--- src/rtl/bba_pkg.sv ---
// ----------------------------------------------------------------------------
// bba_pkg
// Shared types, constants and helpers for the buddy block allocator.
// ----------------------------------------------------------------------------
package bba_pkg;

    localparam int LEAVES_DEF = 32;

    localparam int OPCODE_W = 2;
    localparam int REQ_W    = 6;
    localparam int OFF_W    = 6;
    localparam int STATUS_W = 2;
    localparam int BOFF_W   = 5;
    localparam int BUNITS_W = 6;
    // rounded request: up to 64 units
    localparam int WANT_W   = REQ_W + 1;

    typedef enum logic [OPCODE_W-1:0] {
        OP_ALLOC = 2'd0,
        OP_FREE  = 2'd1,
        OP_SIZE  = 2'd2
    } opcode_t;

    typedef enum logic [STATUS_W-1:0] {
        STAT_OK       = 2'd0,
        STAT_NO_SPACE = 2'd1,
        STAT_BAD      = 2'd2
    } status_t;

    typedef enum logic [3:0] {
        S_CLEAR,
        S_IDLE,
        S_AL_ROOT,
        S_AL_DOWN,
        S_MARK,
        S_UP_RD,
        S_UP_WR,
        S_FIND,
        S_RESULT
    } state_t;

    typedef struct packed {
        logic [STATUS_W-1:0] status;
        logic [BOFF_W-1:0]   block_offset;
        logic [BUNITS_W-1:0] block_units;
    } result_t;

    // next power of two at or above req, 0 counts as 1
    function automatic logic [WANT_W-1:0] round_up_pow2(input logic [REQ_W-1:0] req);
        logic [WANT_W-1:0] w;
        w = WANT_W'(1);
        for (int k = 0; k < REQ_W; k++) begin
            if (w < {1'b0, req}) begin
                w = {w[WANT_W-2:0], 1'b0};
            end
        end
        return w;
    endfunction

endpackage

--- src/rtl/bba_node_ram.sv ---
// ----------------------------------------------------------------------------
// bba_node_ram
// Node store of the buddy tree: one write port, one read port, registered read.
// ----------------------------------------------------------------------------
module bba_node_ram
    import bba_pkg::*;
#(
    parameter int LEAVES = LEAVES_DEF
) (
    input  logic                         aclk,
    input  logic                         wr_en,
    input  logic [$clog2(2*LEAVES)-1:0]  wr_addr,
    input  logic [$clog2(LEAVES):0]      wr_data,
    input  logic [$clog2(2*LEAVES)-1:0]  rd_addr,
    output logic [$clog2(LEAVES):0]      rd_data
);

    localparam int NODES = 2 * LEAVES - 1;
    localparam int VW    = $clog2(LEAVES) + 1;

    logic [VW-1:0] mem [NODES];
    logic [VW-1:0] rd_data_reg;

    always_ff @(posedge aclk) begin
        if (wr_en) begin
            mem[wr_addr] <= wr_data;
        end
        rd_data_reg <= mem[rd_addr];
    end

    assign rd_data = rd_data_reg;

endmodule

--- src/rtl/bba_alu.sv ---
// ----------------------------------------------------------------------------
// bba_alu
// Shared compare / merge unit: fit test against the rounded request and the
// parent value from two child values (max, or full merge on free).
// ----------------------------------------------------------------------------
module bba_alu
    import bba_pkg::*;
#(
    parameter int LEAVES = LEAVES_DEF
) (
    input  logic [$clog2(LEAVES):0] node_val,
    input  logic [$clog2(LEAVES):0] cur_val,
    input  logic [WANT_W-1:0]       want,
    input  logic [$clog2(LEAVES):0] parent_size,
    input  logic                    merge_en,
    output logic                    fit,
    output logic [$clog2(LEAVES):0] parent_val
);

    localparam int VW = $clog2(LEAVES) + 1;
    localparam int CW = (VW > WANT_W) ? VW : WANT_W;

    logic [VW:0]   sum;
    logic [VW-1:0] max_val;

    always_comb begin
        fit     = CW'(node_val) >= CW'(want);
        sum     = {1'b0, node_val} + {1'b0, cur_val};
        max_val = (node_val > cur_val) ? node_val : cur_val;
        // both buddies fully free: they join into the parent block
        if (merge_en && (sum == {1'b0, parent_size})) begin
            parent_val = parent_size;
        end else begin
            parent_val = max_val;
        end
    end

endmodule

--- src/rtl/bba_seq.sv ---
// ----------------------------------------------------------------------------
// bba_seq
// Sequencer: clearing pass, tree descent for alloc, leaf climb for free and
// size, and the ancestor update walk, one node access per step.
// ----------------------------------------------------------------------------
module bba_seq
    import bba_pkg::*;
#(
    parameter int LEAVES = LEAVES_DEF
) (
    input  logic                         aclk,
    input  logic                         aresetn,
    input  logic                         req_valid,
    output logic                         req_ready,
    input  logic [OPCODE_W-1:0]          opcode,
    input  logic [REQ_W-1:0]             request_units,
    input  logic [OFF_W-1:0]             unit_offset,
    input  logic                         out_free,
    output logic                         res_valid,
    output result_t                      res,
    output logic                         wr_en,
    output logic [$clog2(2*LEAVES)-1:0]  wr_addr,
    output logic [$clog2(LEAVES):0]      wr_data,
    output logic [$clog2(2*LEAVES)-1:0]  rd_addr,
    input  logic [$clog2(LEAVES):0]      rd_data
);

    localparam int W  = $clog2(LEAVES);
    localparam int VW = W + 1;
    localparam int NW = $clog2(2 * LEAVES);
    localparam int XW = ((OFF_W > NW) ? OFF_W : NW) + 1;
    localparam logic [NW-1:0] LAST_NODE  = NW'(2 * LEAVES - 2);
    localparam logic [NW-1:0] LEAF_BASE  = NW'(LEAVES - 1);
    localparam logic [VW-1:0] ROOT_SIZE  = VW'(LEAVES);
    localparam int CW = (VW > WANT_W) ? VW : WANT_W;

    state_t              state_reg, state_next;
    logic [NW-1:0]       idx_reg, idx_next;
    logic [VW-1:0]       sz_reg, sz_next;
    logic [VW-1:0]       cur_reg, cur_next;
    logic [VW-1:0]       unit_reg, unit_next;
    logic [W-1:0]        off_reg, off_next;
    logic [WANT_W-1:0]   want_reg, want_next;
    logic                free_reg, free_next;
    logic [STATUS_W-1:0] status_reg, status_next;

    logic                fit;
    logic [VW-1:0]       parent_val;
    logic [VW-1:0]       sz_up;
    logic [VW-1:0]       sz_down;
    logic [NW-1:0]       parent_idx;
    logic [NW-1:0]       left_idx;
    logic [NW-1:0]       down_idx;
    logic [NW:0]         idx_p1;
    logic [NW:0]         idx_p2;

    assign sz_up      = {sz_reg[VW-2:0], 1'b0};
    assign sz_down    = {1'b0, sz_reg[VW-1:1]};
    assign parent_idx = (idx_reg - NW'(1)) >> 1;
    assign left_idx   = {idx_reg[NW-2:0], 1'b1};
    assign down_idx   = fit ? left_idx : (left_idx + NW'(1));
    assign idx_p1     = {1'b0, idx_reg} + (NW+1)'(1);
    assign idx_p2     = {1'b0, idx_reg} + (NW+1)'(2);

    bba_alu #(
        .LEAVES (LEAVES)
    ) u_alu (
        .node_val    (rd_data),
        .cur_val     (cur_reg),
        .want        (want_reg),
        .parent_size (sz_up),
        .merge_en    (free_reg),
        .fit         (fit),
        .parent_val  (parent_val)
    );

    always_ff @(posedge aclk) begin
        if (!aresetn) begin
            state_reg <= S_CLEAR;
            idx_reg   <= '0;
            sz_reg    <= ROOT_SIZE;
        end else begin
            state_reg <= state_next;
            idx_reg   <= idx_next;
            sz_reg    <= sz_next;
        end
    end

    always_ff @(posedge aclk) begin
        cur_reg    <= cur_next;
        unit_reg   <= unit_next;
        off_reg    <= off_next;
        want_reg   <= want_next;
        free_reg   <= free_next;
        status_reg <= status_next;
    end

    always_comb begin
        state_next  = state_reg;
        idx_next    = idx_reg;
        sz_next     = sz_reg;
        cur_next    = cur_reg;
        unit_next   = unit_reg;
        off_next    = off_reg;
        want_next   = want_reg;
        free_next   = free_reg;
        status_next = status_reg;
        req_ready   = 1'b0;
        res_valid   = 1'b0;
        wr_en       = 1'b0;
        wr_addr     = idx_reg;
        wr_data     = '0;
        rd_addr     = '0;

        unique case (state_reg)
            S_CLEAR: begin
                // node i gets LEAVES >> depth(i); halve at each level start
                wr_en    = 1'b1;
                wr_data  = sz_reg;
                idx_next = idx_reg + NW'(1);
                if ((idx_p1 & idx_p2) == '0) begin
                    sz_next = sz_down;
                end
                if (idx_reg == LAST_NODE) begin
                    idx_next   = '0;
                    state_next = S_IDLE;
                end
            end

            S_IDLE: begin
                req_ready = 1'b1;
                if (req_valid) begin
                    off_next    = '0;
                    unit_next   = '0;
                    status_next = STAT_BAD;
                    want_next   = round_up_pow2(request_units);
                    free_next   = (opcode == OP_FREE);
                    priority if (opcode == OP_ALLOC) begin
                        idx_next   = '0;
                        sz_next    = ROOT_SIZE;
                        rd_addr    = '0;
                        state_next = S_AL_ROOT;
                    end else if (((opcode == OP_FREE) || (opcode == OP_SIZE))
                                 && (XW'(unit_offset) < XW'(LEAVES))) begin
                        idx_next   = NW'(unit_offset) + LEAF_BASE;
                        sz_next    = VW'(1);
                        rd_addr    = NW'(unit_offset) + LEAF_BASE;
                        state_next = S_FIND;
                    end else begin
                        state_next = S_RESULT;
                    end
                end
            end

            S_AL_ROOT: begin
                priority if (!fit) begin
                    status_next = STAT_NO_SPACE;
                    state_next  = S_RESULT;
                end else if (CW'(sz_reg) > CW'(want_reg)) begin
                    rd_addr    = left_idx;
                    state_next = S_AL_DOWN;
                end else begin
                    state_next = S_MARK;
                end
            end

            S_AL_DOWN: begin
                // rd_data is the left child; leftmost fit wins
                idx_next = down_idx;
                sz_next  = sz_down;
                if (!fit) begin
                    off_next = off_reg + W'(sz_down);
                end
                if (CW'(sz_down) > CW'(want_reg)) begin
                    rd_addr = {down_idx[NW-2:0], 1'b1};
                end else begin
                    state_next = S_MARK;
                end
            end

            S_MARK: begin
                wr_en       = 1'b1;
                wr_data     = '0;
                cur_next    = '0;
                unit_next   = sz_reg;
                status_next = STAT_OK;
                state_next  = (idx_reg == '0) ? S_RESULT : S_UP_RD;
            end

            S_UP_RD: begin
                // odd index is a left child, buddy sits to its right
                rd_addr    = idx_reg[0] ? (idx_reg + NW'(1)) : (idx_reg - NW'(1));
                state_next = S_UP_WR;
            end

            S_UP_WR: begin
                wr_en      = 1'b1;
                wr_addr    = parent_idx;
                wr_data    = parent_val;
                cur_next   = parent_val;
                idx_next   = parent_idx;
                sz_next    = sz_up;
                state_next = (parent_idx == '0) ? S_RESULT : S_UP_RD;
            end

            S_FIND: begin
                if (rd_data != '0) begin
                    if (idx_reg == '0) begin
                        state_next = S_RESULT;
                    end else begin
                        idx_next = parent_idx;
                        sz_next  = sz_up;
                        rd_addr  = parent_idx;
                    end
                end else begin
                    status_next = STAT_OK;
                    unit_next   = sz_reg;
                    if (free_reg) begin
                        wr_en      = 1'b1;
                        wr_data    = sz_reg;
                        cur_next   = sz_reg;
                        state_next = (idx_reg == '0) ? S_RESULT : S_UP_RD;
                    end else begin
                        state_next = S_RESULT;
                    end
                end
            end

            S_RESULT: begin
                if (out_free) begin
                    res_valid  = 1'b1;
                    state_next = S_IDLE;
                end
            end

            default: begin
                state_next = S_IDLE;
            end
        endcase
    end

    assign res.status       = status_reg;
    assign res.block_offset = BOFF_W'(off_reg);
    assign res.block_units  = BUNITS_W'(unit_reg);

endmodule

--- src/rtl/buddy_block_allocator_top.sv ---
// ----------------------------------------------------------------------------
// buddy_block_allocator_top
// Buddy allocator over a pool of LEAVES units, kept as a binary tree of
// largest-free-block values in a single-port-read node RAM.
// ----------------------------------------------------------------------------
//
//  Channel   Ports                                        Moves
//  --------  -------------------------------------------  ----------------------
//  s_        s_valid/s_ready, s_opcode, s_request_units,  one request per op
//            s_unit_offset
//  m_        m_valid/m_ready, m_status, m_block_offset,   one result per request
//            m_block_units
//
//  Steps: alloc reads the root, descends to the leftmost fit, marks the
//  chosen node and walks up, reading each buddy, then writing the parent;
//  out of space stops at the root; free climbs from the leaf to the used
//  node, restores it and walks up; size only climbs; errors go straight
//  to the result. The node RAM gives one read and one write per cycle.
//  Reset: a clearing pass writes all 2*LEAVES-1 nodes, one per cycle,
//  before s_ready first rises.
//  Stalls: a new request is taken while the last result waits in the output
//  register; the next result holds in the sequencer until that one leaves.
// ----------------------------------------------------------------------------
module buddy_block_allocator_top
    import bba_pkg::*;
#(
    parameter int LEAVES = LEAVES_DEF
) (
    input  logic                aclk,
    input  logic                aresetn,
    input  logic                s_valid,
    output logic                s_ready,
    input  logic [OPCODE_W-1:0] s_opcode,
    input  logic [REQ_W-1:0]    s_request_units,
    input  logic [OFF_W-1:0]    s_unit_offset,
    output logic                m_valid,
    input  logic                m_ready,
    output logic [STATUS_W-1:0] m_status,
    output logic [BOFF_W-1:0]   m_block_offset,
    output logic [BUNITS_W-1:0] m_block_units
);

    localparam int VW = $clog2(LEAVES) + 1;
    localparam int NW = $clog2(2 * LEAVES);

    // node RAM port
    logic          wr_en;
    logic [NW-1:0] wr_addr;
    logic [VW-1:0] wr_data;
    logic [NW-1:0] rd_addr;
    logic [VW-1:0] rd_data;

    // sequencer to output stage
    logic    res_valid;
    result_t res;
    logic    out_free;

    // output register
    logic    m_valid_reg, m_valid_next;
    result_t m_res_reg, m_res_next;

    bba_node_ram #(
        .LEAVES (LEAVES)
    ) u_ram (
        .aclk    (aclk),
        .wr_en   (wr_en),
        .wr_addr (wr_addr),
        .wr_data (wr_data),
        .rd_addr (rd_addr),
        .rd_data (rd_data)
    );

    bba_seq #(
        .LEAVES (LEAVES)
    ) u_seq (
        .aclk          (aclk),
        .aresetn       (aresetn),
        .req_valid     (s_valid),
        .req_ready     (s_ready),
        .opcode        (s_opcode),
        .request_units (s_request_units),
        .unit_offset   (s_unit_offset),
        .out_free      (out_free),
        .res_valid     (res_valid),
        .res           (res),
        .wr_en         (wr_en),
        .wr_addr       (wr_addr),
        .wr_data       (wr_data),
        .rd_addr       (rd_addr),
        .rd_data       (rd_data)
    );

    // output slot is free when empty or being drained this cycle
    assign out_free = !m_valid_reg || m_ready;

    always_comb begin
        m_valid_next = m_valid_reg;
        m_res_next   = m_res_reg;
        if (res_valid) begin
            m_valid_next = 1'b1;
            m_res_next   = res;
        end else if (m_ready) begin
            m_valid_next = 1'b0;
        end
    end

    always_ff @(posedge aclk) begin
        if (!aresetn) begin
            m_valid_reg <= 1'b0;
        end else begin
            m_valid_reg <= m_valid_next;
        end
    end

    always_ff @(posedge aclk) begin
        m_res_reg <= m_res_next;
    end

    assign m_valid        = m_valid_reg;
    assign m_status       = m_res_reg.status;
    assign m_block_offset = m_res_reg.block_offset;
    assign m_block_units  = m_res_reg.block_units;

endmodule

--- config.mk ---
export PLATFORM = sky130hd
export DESIGN_NAME = buddy_block_allocator_top
export DESIGN_NICKNAME = d
export VERILOG_FILES = /design/src/rtl/bba_pkg.sv /design/src/rtl/bba_node_ram.sv /design/src/rtl/bba_alu.sv /design/src/rtl/bba_seq.sv /design/src/rtl/buddy_block_allocator_top.sv
export SDC_FILE = /design/constraint.sdc
export NUM_CORES = 1
export LEC_CHECK = 0
export ABC_CLOCK_PERIOD_IN_PS = 19400
export BUFFER_PORTS_ARGS = -buffer_cell sky130_fd_sc_hd__buf_2
export CAP_MARGIN = 0
export CELL_PAD_IN_SITES_DETAIL_PLACEMENT = 0
export CELL_PAD_IN_SITES_GLOBAL_PLACEMENT = 1
export CORE_MARGIN = 3
export CORE_UTILIZATION = 57
export CTS_CLUSTER_DIAMETER = 150
export DETAILED_ROUTE_END_ITERATION = 6
export PLACE_DENSITY = 0.84
export SLEW_MARGIN = 20
export SYNTH_ARGS = -nofsm -noshare
export SYNTH_HDL_FRONTEND = slang
export SYNTH_SLANG_ARGS = --single-unit
--- constraint.sdc ---
create_clock -name aclk -period 19.4 [get_ports aclk]
set_clock_uncertainty 0.2 [all_clocks]
set_input_delay 2.91 -clock aclk [delete_from_list [all_inputs] [get_ports aclk]]
set_output_delay 2.91 -clock aclk [all_outputs]
set_load 0.01 [all_outputs]
==> results of run 1 <==
[stage by stage]
step	util (%)	setup slack (ns)
floorplan	-	9.71
global placement	60.2	8.82
detailed placement	60.2	8.54
CTS	64.2	9.14
global route	64.3	8.33
finish	64.3	9.09
[routing by layer]
| metal | track usage, % | part of all wire, % | vias to the layer above |
|---|---|---|---|
| li1 | - | - | 6070 |
| met3 | 5.96 | 8.1 | 102 |
| met5 | 0 | 0 | - |
| met1 | 36.7 | 42 | 6693 |
| met2 | 41.7 | 47 | 550 |
| met4 | 8.08 | 3.0 | 0 |
[kinds of logic (layout without fill, tap and decap cells)]
| group | after synthesis | after routing | synth area share (%) |
|---|---|---|---|
| AND/OR/NAND/NOR | 554 | 554 | 12.3 |
| flip-flops | 441 | 441 | 63.4 |
| AO/OA/AOI/OAI | 273 | 273 | 9.14 |
| buffers and inverters | 136 | 188 | 2.97 |
| multiplexers | 105 | 105 | 6.95 |
| adder cells (fa/ha/maj) | 61 | 61 | 3.79 |
| XOR/XNOR | 34 | 34 | 1.45 |
[worst paths after layout]
check / startpoint / to / slack (ns) / depth (start not counted)
max reg2reg: u_seq.idx_reg[0] / u_ram.rd_data[3] / 13.68 / 14
min reg2reg: u_seq.unit_reg[5] / m_block_units[5] / 0.22 / 0
min: u_seq.unit_reg[5] / m_block_units[5] / 0.22 / 0
max: s_request_units[4] / u_seq.want_reg[2] / 9.09 / 30
[where the power goes]
group	switching, W	total, W	internal (W)
combinational	0.0000936	0.000136	0.0000422
clock	0.000358	0.000843	0.000485
sequential	0.0000135	0.00108	0.00107
total	0.000465	0.00206	0.00160
[Yosys cell counts, types with 11 or more instances]
| cell | number |
|---|---|
| a21oi_1 | 71 |
| a22oi_1 | 13 |
| a31oi_1 | 16 |
| a32oi_1 | 12 |
| buf_2 | 25 |
| clkbuf_1 | 44 |
| dfxtp_1 | 23 |
| edfxtp_1 | 418 |
| ha_1 | 59 |
| inv_1 | 55 |
| mux2i_1 | 71 |
| mux4_2 | 27 |
| nand2_1 | 220 |
| nand2b_1 | 11 |
| nand3_1 | 72 |
| nand4_1 | 14 |
| nor2_1 | 152 |
| nor2b_1 | 11 |
| nor3_1 | 15 |
| o21ai_0 | 43 |
| o22ai_1 | 14 |
| xnor2_1 | 18 |
| xor2_1 | 16 |
[critical path, delay by kind of cell]
kind	cells	cell delay [ns]
and+or+nand+nor	7	1.49
adders and majority gates	5	1.52
AOI/OAI and AO/OA	11	3.38
xor gates and xnor gates	1	0.15
buffers and inverters	4	0.34
muxes	2	0.60
[area by class of cell]
class	count	share of cell area, %
inverter	55	0.916
clock buffer	59	5.28
tap	455	2.53
timing repair buffer	51	1.34
sequential	441	57.8
multi-input combinational	1027	31.2
clock inverter	23	0.966
==> impl_metrics.yaml, run 1 <==
grt:
  grt_antenna_before_repair: 0
  grt_pass1_vias: 13000
  grt_max_degree: 64
  grt_pass1_wl_mm: 77.0
  grt_util_all_layers_pct: 26.3
  overflow: 0
critical_path:
  crit_fanout: 11
  slowest_delay_ns: 0.86
  crit_path_end_kind: "flop"
  crit_path_frequent_cell: "ha_1"
  slowest_stage: "a2111oi_2"
  cp.arrival_ns: 10.38
  critPathLaunchType: "primary input"
  path_class: "primary input to flop"
  cp.required_ns: 19.47
detailed_routing:
  drtIter0Drc: 1467
  drt-total-wl_mm: 50.8
  ant_nets: 0
  drtPass1Iterations: 5
  routed-via-count: 13400
  wl_per_cell_um: 24.0
  drc_errors: 0
  viasPerCell: 6.35
sta:
  setup_tns_ns: 0
  finalHoldViolations: 0
  maxSlewHeadroom_pct: 36.8
  tightest_slew_ns: 0.944
  fin_crit_sh_pct: 53.2
  rsz0062_at_grt: "no"
  slew_viol_final: 0
  worst_hold_slack_ns: 0.223
  period_minus_slack_ns: 10.31
  setup_viol: 0
  max_freq_ghz: 0.0970
placed_design:
  placedCellCount: 2029
  place_area_mm2: 0.0211
  port_buffers: 32
  place_congestion: 0.861
  dp_hpwl_mm: 31.9
yosys:
  async_flop_share_pct: 0
  synthCells: 1604
  synth_edf_count: 418
  ys_ff_latch: 441
  synthesis.area_mm2: 0.0205
  synthFlopType: "edfxtp_1"
  yosysUniqueCellTypes: 84
  ys_warn_count: 0
  avgSynthCellArea_um2: 12.8
  synth_area_leaders: "edfxtp_1, nand2_1, ha_1"
  synth.yosys.seq_area_share_pct: 63.4
  yosysTopAreaCellShare_pct: 61.1
  syn_nets: 1683
  yosysTopAreaCell: "edfxtp_1"
clock_tree:
  clockRootBuffer: "clkbuf_16"
  clk_latency_ns: 0.57
  clockBufferDepth: 3
  cts_hold_buffers: 0
  clock_sinks: 441
  tritoncts: "yes"
  h-tree-depth: 2
  cts_setup_buffers: 0
  cts_made_buffers: 44
  clk_pin_slew_ns: 0.06
  cts.repair.resized: 0
final_layout:
  ff_latch_area_mm2: 0.0130
  final_cell_mix: "edfxtp_1, nand2_1, nor2_1, nand3_1"
  largest_reg_flops: 378
  fin_area_mm2: 0.0225
  area_delta_synth_final_pct: 9.70
  insertedDiodeCount: 0
  finalNonFillerCells: 2111
  fill_cells: 2600
  multi_input_area_mm2: 0.00703
  fin_nets: 1699
  final_common_cell: "edfxtp_1"
  layout-drive-gt1-share_pct: 10.6
die:
  die_y_um: 196
  floorplan.initialDensity_pct: 58.6
  die_area_mm2: 0.0383
  die_w_um: 196
  fp.coreArea_mm2: 0.0351
  rows: 68
  pin_count: 33
power:
  vdd_ir_drop_max_mv: 0.0893
  powerDensity_mw_per_mm2: 91.5
  power_leakage_nw: 7.90
  power_w: 0.00206
flow_run:
  cap_violations: 0
outcome:
  outcome: "finished clean"
hold_path:
  hp-class: "flop to flop"
Power figures use the tool's default switching activity.
==> run 2, diff against run 1 <==
- ABC_AREA: default -> 1
- ABC_CLOCK_PERIOD_IN_PS: 19400 -> 8300
- CORE_UTILIZATION: 57 -> 45
- PLACE_DENSITY: 0.84 -> 0.74
- clock period: 19.4 -> 8.3 ns (I/O delays scaled with it)
==> impl_metrics.yaml, run 2 <==
detailed_routing:
  drtPass1Iterations: 5
  drc_errors: 0
  wl_per_cell_um: 19.2
  ant_nets: 0
  drt-total-wl_mm: 54.5
  viasPerCell: 5.33
  drtIter0Drc: 1326
  routed-via-count: 15100
power:
  power_leakage_nw: 9.62
  vdd_ir_drop_max_mv: 0.236
  powerDensity_mw_per_mm2: 269
  power_w: 0.00636
sta:
  tightest_slew_ns: 0.984
  max_freq_ghz: 0.155
  slew_viol_final: 0
  finalHoldViolations: 0
  rsz0062_at_grt: "no"
  period_minus_slack_ns: 6.44
  worst_slack_ns: 1.86
  setup_viol: 0
  fin_crit_sh_pct: 77.6
  worst_hold_slack_ns: 0.219
  setup_tns_ns: 0
  maxSlewHeadroom_pct: 33.7
clock_tree:
  tritoncts: "yes"
  cts.repair.resized: 0
  cts_setup_buffers: 0
  clockBufferDepth: 3
  h-tree-depth: 2
  clk_pin_slew_ns: 0.06
  cts_hold_buffers: 0
  cts_made_buffers: 47
  clockRootBuffer: "clkbuf_16"
  clock_sinks: 441
  clk_latency_ns: 0.60
die:
  die_area_mm2: 0.0503
  fp.coreArea_mm2: 0.0469
  pin_count: 33
  die_w_um: 224
  rows: 79
  die_y_um: 224
  floorplan.initialDensity_pct: 45.8
yosys:
  avgSynthCellArea_um2: 9.85
  synthCells: 2177
  synth_common_cells: "nand2_1, edfxtp_1, inv_1"
  yosysTopAreaCell: "edfxtp_1"
  synthFlopType: "edfxtp_1"
  synth_area_leaders: "edfxtp_1, nand2_1, nand3_1"
  async_flop_share_pct: 0
  yosysTopAreaCellShare_pct: 58.5
  yosysUniqueCellTypes: 50
  syn_nets: 2256
  synth_edf_count: 418
  ys_ff_latch: 441
  ys_warn_count: 0
  yosysMostFrequentCell: "nand2_1"
  synthesis.area_mm2: 0.0214
  synth.yosys.seq_area_share_pct: 60.7
final_layout:
  fin_nets: 2272
  largest_reg_flops: 378
  multi_input_area_mm2: 0.00680
  area_delta_synth_final_pct: 10.4
  final_util_pct: 50.5
  layout-drive-gt1-share_pct: 7.66
  final_common_cell: "nand2_1"
  ff_latch_area_mm2: 0.0130
  final_cell_mix: "nand2_1, edfxtp_1, inv_1, nand3_1, nor2_1"
  fill_cells: 4314
  insertedDiodeCount: 0
grt:
  grt_pass1_wl_mm: 84.2
  grt_pass1_vias: 14700
  grt_antenna_before_repair: 0
  grt_util_all_layers_pct: 21.7
  overflow: 0
  grt_max_degree: 140
critical_path:
  crit_fanout: 7
  slowest_stage: "a21oi_1"
  cp.arrival_ns: 6.59
  crit_path_frequent_cell: "nand2_1"
  cp.required_ns: 8.45
  slowest_delay_ns: 0.40
  crit_path_end_kind: "flop"
  critPathLaunchType: "primary input"
  path_class: "primary input to flop"
placed_design:
  pre_cts_ws_ns: 1.24
  place_congestion: 0.893
  dp_hpwl_mm: 34.1
  port_buffers: 32
hold_path:
  hp-class: "flop to flop"
outcome:
  outcome: "finished clean"
flow_run:
  cap_violations: 0
[run 2: cell types whose count changed after synthesis, sizes merged, moves of 12 or more]
cell	before	now
nand2b	13	1
nand2	221	542
mux2i	71	0
o211ai	8	66
o21ai	46	78
a32oi	12	0
and2	12	0
clkbuf	44	17
buf	37	66
mux4	29	0
nand3	72	282
xnor2	18	6
inv	55	339
a21oi	71	38
[run 2: critical path, delay by kind of cell]
kind            cells  cell delay [ns]
compound gates      7             1.48
buf+inv             8             0.69
simple gates       19             1.68
fa+ha+maj           5             1.52
[run 2: power breakdown]
| part | internal (W) | switching [W] | total (W) |
|---|---|---|---|
| clock | 0.00118 | 0.000882 | 0.00206 |
| combinational | 0.000348 | 0.00104 | 0.00139 |
| sequential | 0.00280 | 0.000105 | 0.00291 |
| total | 0.00433 | 0.00203 | 0.00636 |
[run 2: worst paths after layout]
kind	end	from	slack (ns)	cells after the start
setup / recovery	u_seq.want_reg[3]	s_request_units[3]	1.86	39
setup reg to reg	u_ram.rd_data[5]	u_seq.want_reg[5]	2.95	17
hold / removal	m_status[1]	u_seq.status_reg[1]	0.22	0
hold reg to reg	m_status[1]	u_seq.status_reg[1]	0.22	0
[run 2: routing by layer]
layer	global-route usage (%)	up-vias	wire, um
met5	0	-	0
met4	7.24	0	1500
met3	3.94	94	3000
met2	35.5	417	25800
met1	29.6	7268	24200
li1	-	7346	-
[run 2: final cells by class]
cell class	count	area share [%]
Sequential cell	441	55.0
Multi-Input combinational cell	1313	28.7
Inverter	340	5.40
Clock buffer	60	5.18
Tap cell	607	3.21
Timing Repair Buffer	50	1.35
Clock inverter	28	1.16
[run 2: logic make-up (layout without fill, tap and decap cells)]
group	count (synthesis)	after routing	synth area share, %
XOR/XNOR	23	23	0.940
AND/OR/NAND/NOR	1007	1007	20.1
buffers and inverters	423	478	8.12
flip-flops	441	441	60.7
AO/OA/AOI/OAI	222	222	6.54
adder cells (fa/ha/maj)	61	61	3.63
[run 2: per-stage QoR]
stage,std cells,area [um2]
2_1_floorplan,2177,21400
3_3_place_gp,2750,22100
3_5_place_dp,2750,22100
4_1_cts,2838,23600
5_1_grt,2839,23700
6_report,2839,23700
==> run 3, diff against run 2 <==
- ABC_CLOCK_PERIOD_IN_PS: 8300 -> 5500
- clock period: 8.3 -> 5.5 ns (I/O delays scaled with it)
==> impl_metrics.yaml, run 3 (synthesis results as in run 2) <==
clock_tree:
  clk_latency_ns: 0.59
  h-tree-depth: 2
  clk_pin_slew_ns: 0.06
  cts_hold_buffers: 0
  clockBufferDepth: 3
  clockRootBuffer: "clkbuf_16"
  tritoncts: "yes"
  cts_made_buffers: 47
  clock_sinks: 441
die:
  die_w_um: 224
  pin_count: 33
  fp.coreArea_mm2: 0.0469
  rows: 79
  die_area_mm2: 0.0503
  die_y_um: 224
  floorplan.initialDensity_pct: 45.8
power:
  power_w: 0.00964
  switching_power_w: 0.00306
  power_leakage_nw: 9.88
  vdd_ir_drop_max_mv: 0.241
  combPwrFrac_pct: 22.5
  p_clk_share_pct: 32.0
  power_frac_seq_pct: 45.5
  p_sw_share_pct: 31.7
  powerDensity_mw_per_mm2: 399
  p_int_w: 0.00658
detailed_routing:
  routed-via-count: 15300
  drtIter0Drc: 1401
  viasPerCell: 5.31
  drt-total-wl_mm: 54.1
  drtPass1Iterations: 6
  drc_errors: 0
  ant_nets: 0
  wl_per_cell_um: 18.8
critical_path:
  cp.required_ns: 5.64
  critPathLaunchType: "primary input"
  slowest_stage: "ha_1"
  crit_path_end_kind: "flop"
  slowest_delay_ns: 0.31
  crit_fanout: 6
  crit_buf_inv: 10
  reg2reg_slack_ns: 1.33
  crit_family: "simple AND/OR/NAND/NOR gates"
  worstReg2RegEnd: "u_ram.rd_data[4]"
  crit_path_frequent_cell: "nand2_1"
  path_class: "primary input to flop"
  reg2reg_from: "u_seq.idx_reg[0]"
  cp.arrival_ns: 5.24
  rr_worst_depth: 17
final_layout:
  final_common_cell: "nand2_1"
  fin_nets: 2316
  final_cell_mix: "nand2_1, edfxtp_1, inv_1, nand3_1, nor2_1"
  largest_reg_flops: 378
  layout-drive-gt1-share_pct: 10.4
  area_delta_synth_final_pct: 12.6
  insertedDiodeCount: 0
hold_path:
  hold_end: "m_block_units[3]"
  min_delay_path_depth: 0
  hp-class: "flop to flop"
  hold_start: "u_seq.unit_reg[3]"
grt:
  grt_pass1_wl_mm: 84.4
  grt_pass1_vias: 14900
  overflow: 0
  grt_max_degree: 96
  grt_antenna_before_repair: 0
  grt_util_all_layers_pct: 21.7
sta:
  setup_viol: 0
  tightest_slew_ns: 1.15
  finalHoldViolations: 0
  worst_hold_slack_ns: 0.220
  fin_crit_sh_pct: 92.8
  maxSlewHeadroom_pct: 22.5
  slew_viol_final: 0
  setup_tns_ns: 0
  max_freq_ghz: 0.196
  period_minus_slack_ns: 5.10
placed_design:
  dp_hpwl_mm: 35.2
  place_congestion: 0.929
  port_buffers: 32
flow_run:
  cap_violations: 0
outcome:
  outcome: "finished clean"
run 3: power by group through the flow:
stage	registers (W)	clock network, W	logic, W
final	0.00438	0.00309	0.00217
after global routing	0.00440	0.00330	0.00241
after CTS	0.00438	0.00316	0.00215
after detailed placement	0.00445	0	0.00214
after global placement	0.00445	0	0.00211
after floorplan	0.00444	0	0.00133
run 3: worst reg2reg max path: cells and delay by family, from the launching register on:
kind                     cells  cell delay [ns]
AO/OA/AOI/OAI                1             0.33
buffers and inverters        3             0.78
adder cells (fa/ha/maj)      1             0.28
AND/OR/NAND/NOR             12             2.16
flip-flops                   1             0.35
run 3: how the worst max path moves through the flow:
stage / depth (start not counted) / start / slack, ns / end
finish: 45 / s_request_units[4] / 0.40 / u_seq.want_reg[2]
global placement: 43 / s_request_units[4] / -0.18 / u_seq.want_reg[3]
CTS: 40 / s_request_units[4] / 0.31 / u_seq.want_reg[2]
global route: 45 / s_request_units[4] / -0.03 / u_seq.want_reg[2]
floorplan: 37 / s_request_units[4] / 0.004 / u_seq.want_reg[1]
detailed placement: 40 / s_request_units[4] / -0.30 / u_seq.want_reg[3]
run 3: what timing repair did:
item / in CTS / in global routing
setup buffers: 0 / 3
endpoints found under the setup margin: 0 / 7
resized for setup: 0 / 15
endpoints found under the hold margin: 0 / 0
run 3: layout make-up:
class / instances / area [um2]
tap: 607 / 759
timing repair buffer: 94 / 737
clock inverter: 29 / 259
inverter: 340 / 1280
fill: 4254 / 22700
clock buffer: 54 / 1220
sequential: 441 / 13000
multi-input combinational: 1313 / 6870
run 3: through the flow:
| step | utilization (%) | setup WS (ns) | cells | area [um2] |
|---|---|---|---|---|
| final | 51.5 | 0.396 | 2878 | 24100 |
| after global routing | 51.5 | -0.0303 | 2878 | 24100 |
| after CTS | 51.3 | 0.305 | 2874 | 24000 |
| after detailed placement | 48.1 | -0.298 | 2791 | 22500 |
| after global placement | 48.1 | -0.178 | 2791 | 22500 |
| after floorplan | - | 0.00370 | 2177 | 21500 |
run 3: routing by layer:
layer	wire (um)	share of wire, %	GRT usage [%]	vias to the layer above
li1	-	-	-	7446
met1	24000	44	30.4	7259
met2	25000	46	35.0	454
met3	3490	6.4	3.64	109
met4	1640	3.0	6.85	0
met5	0	0	0	-
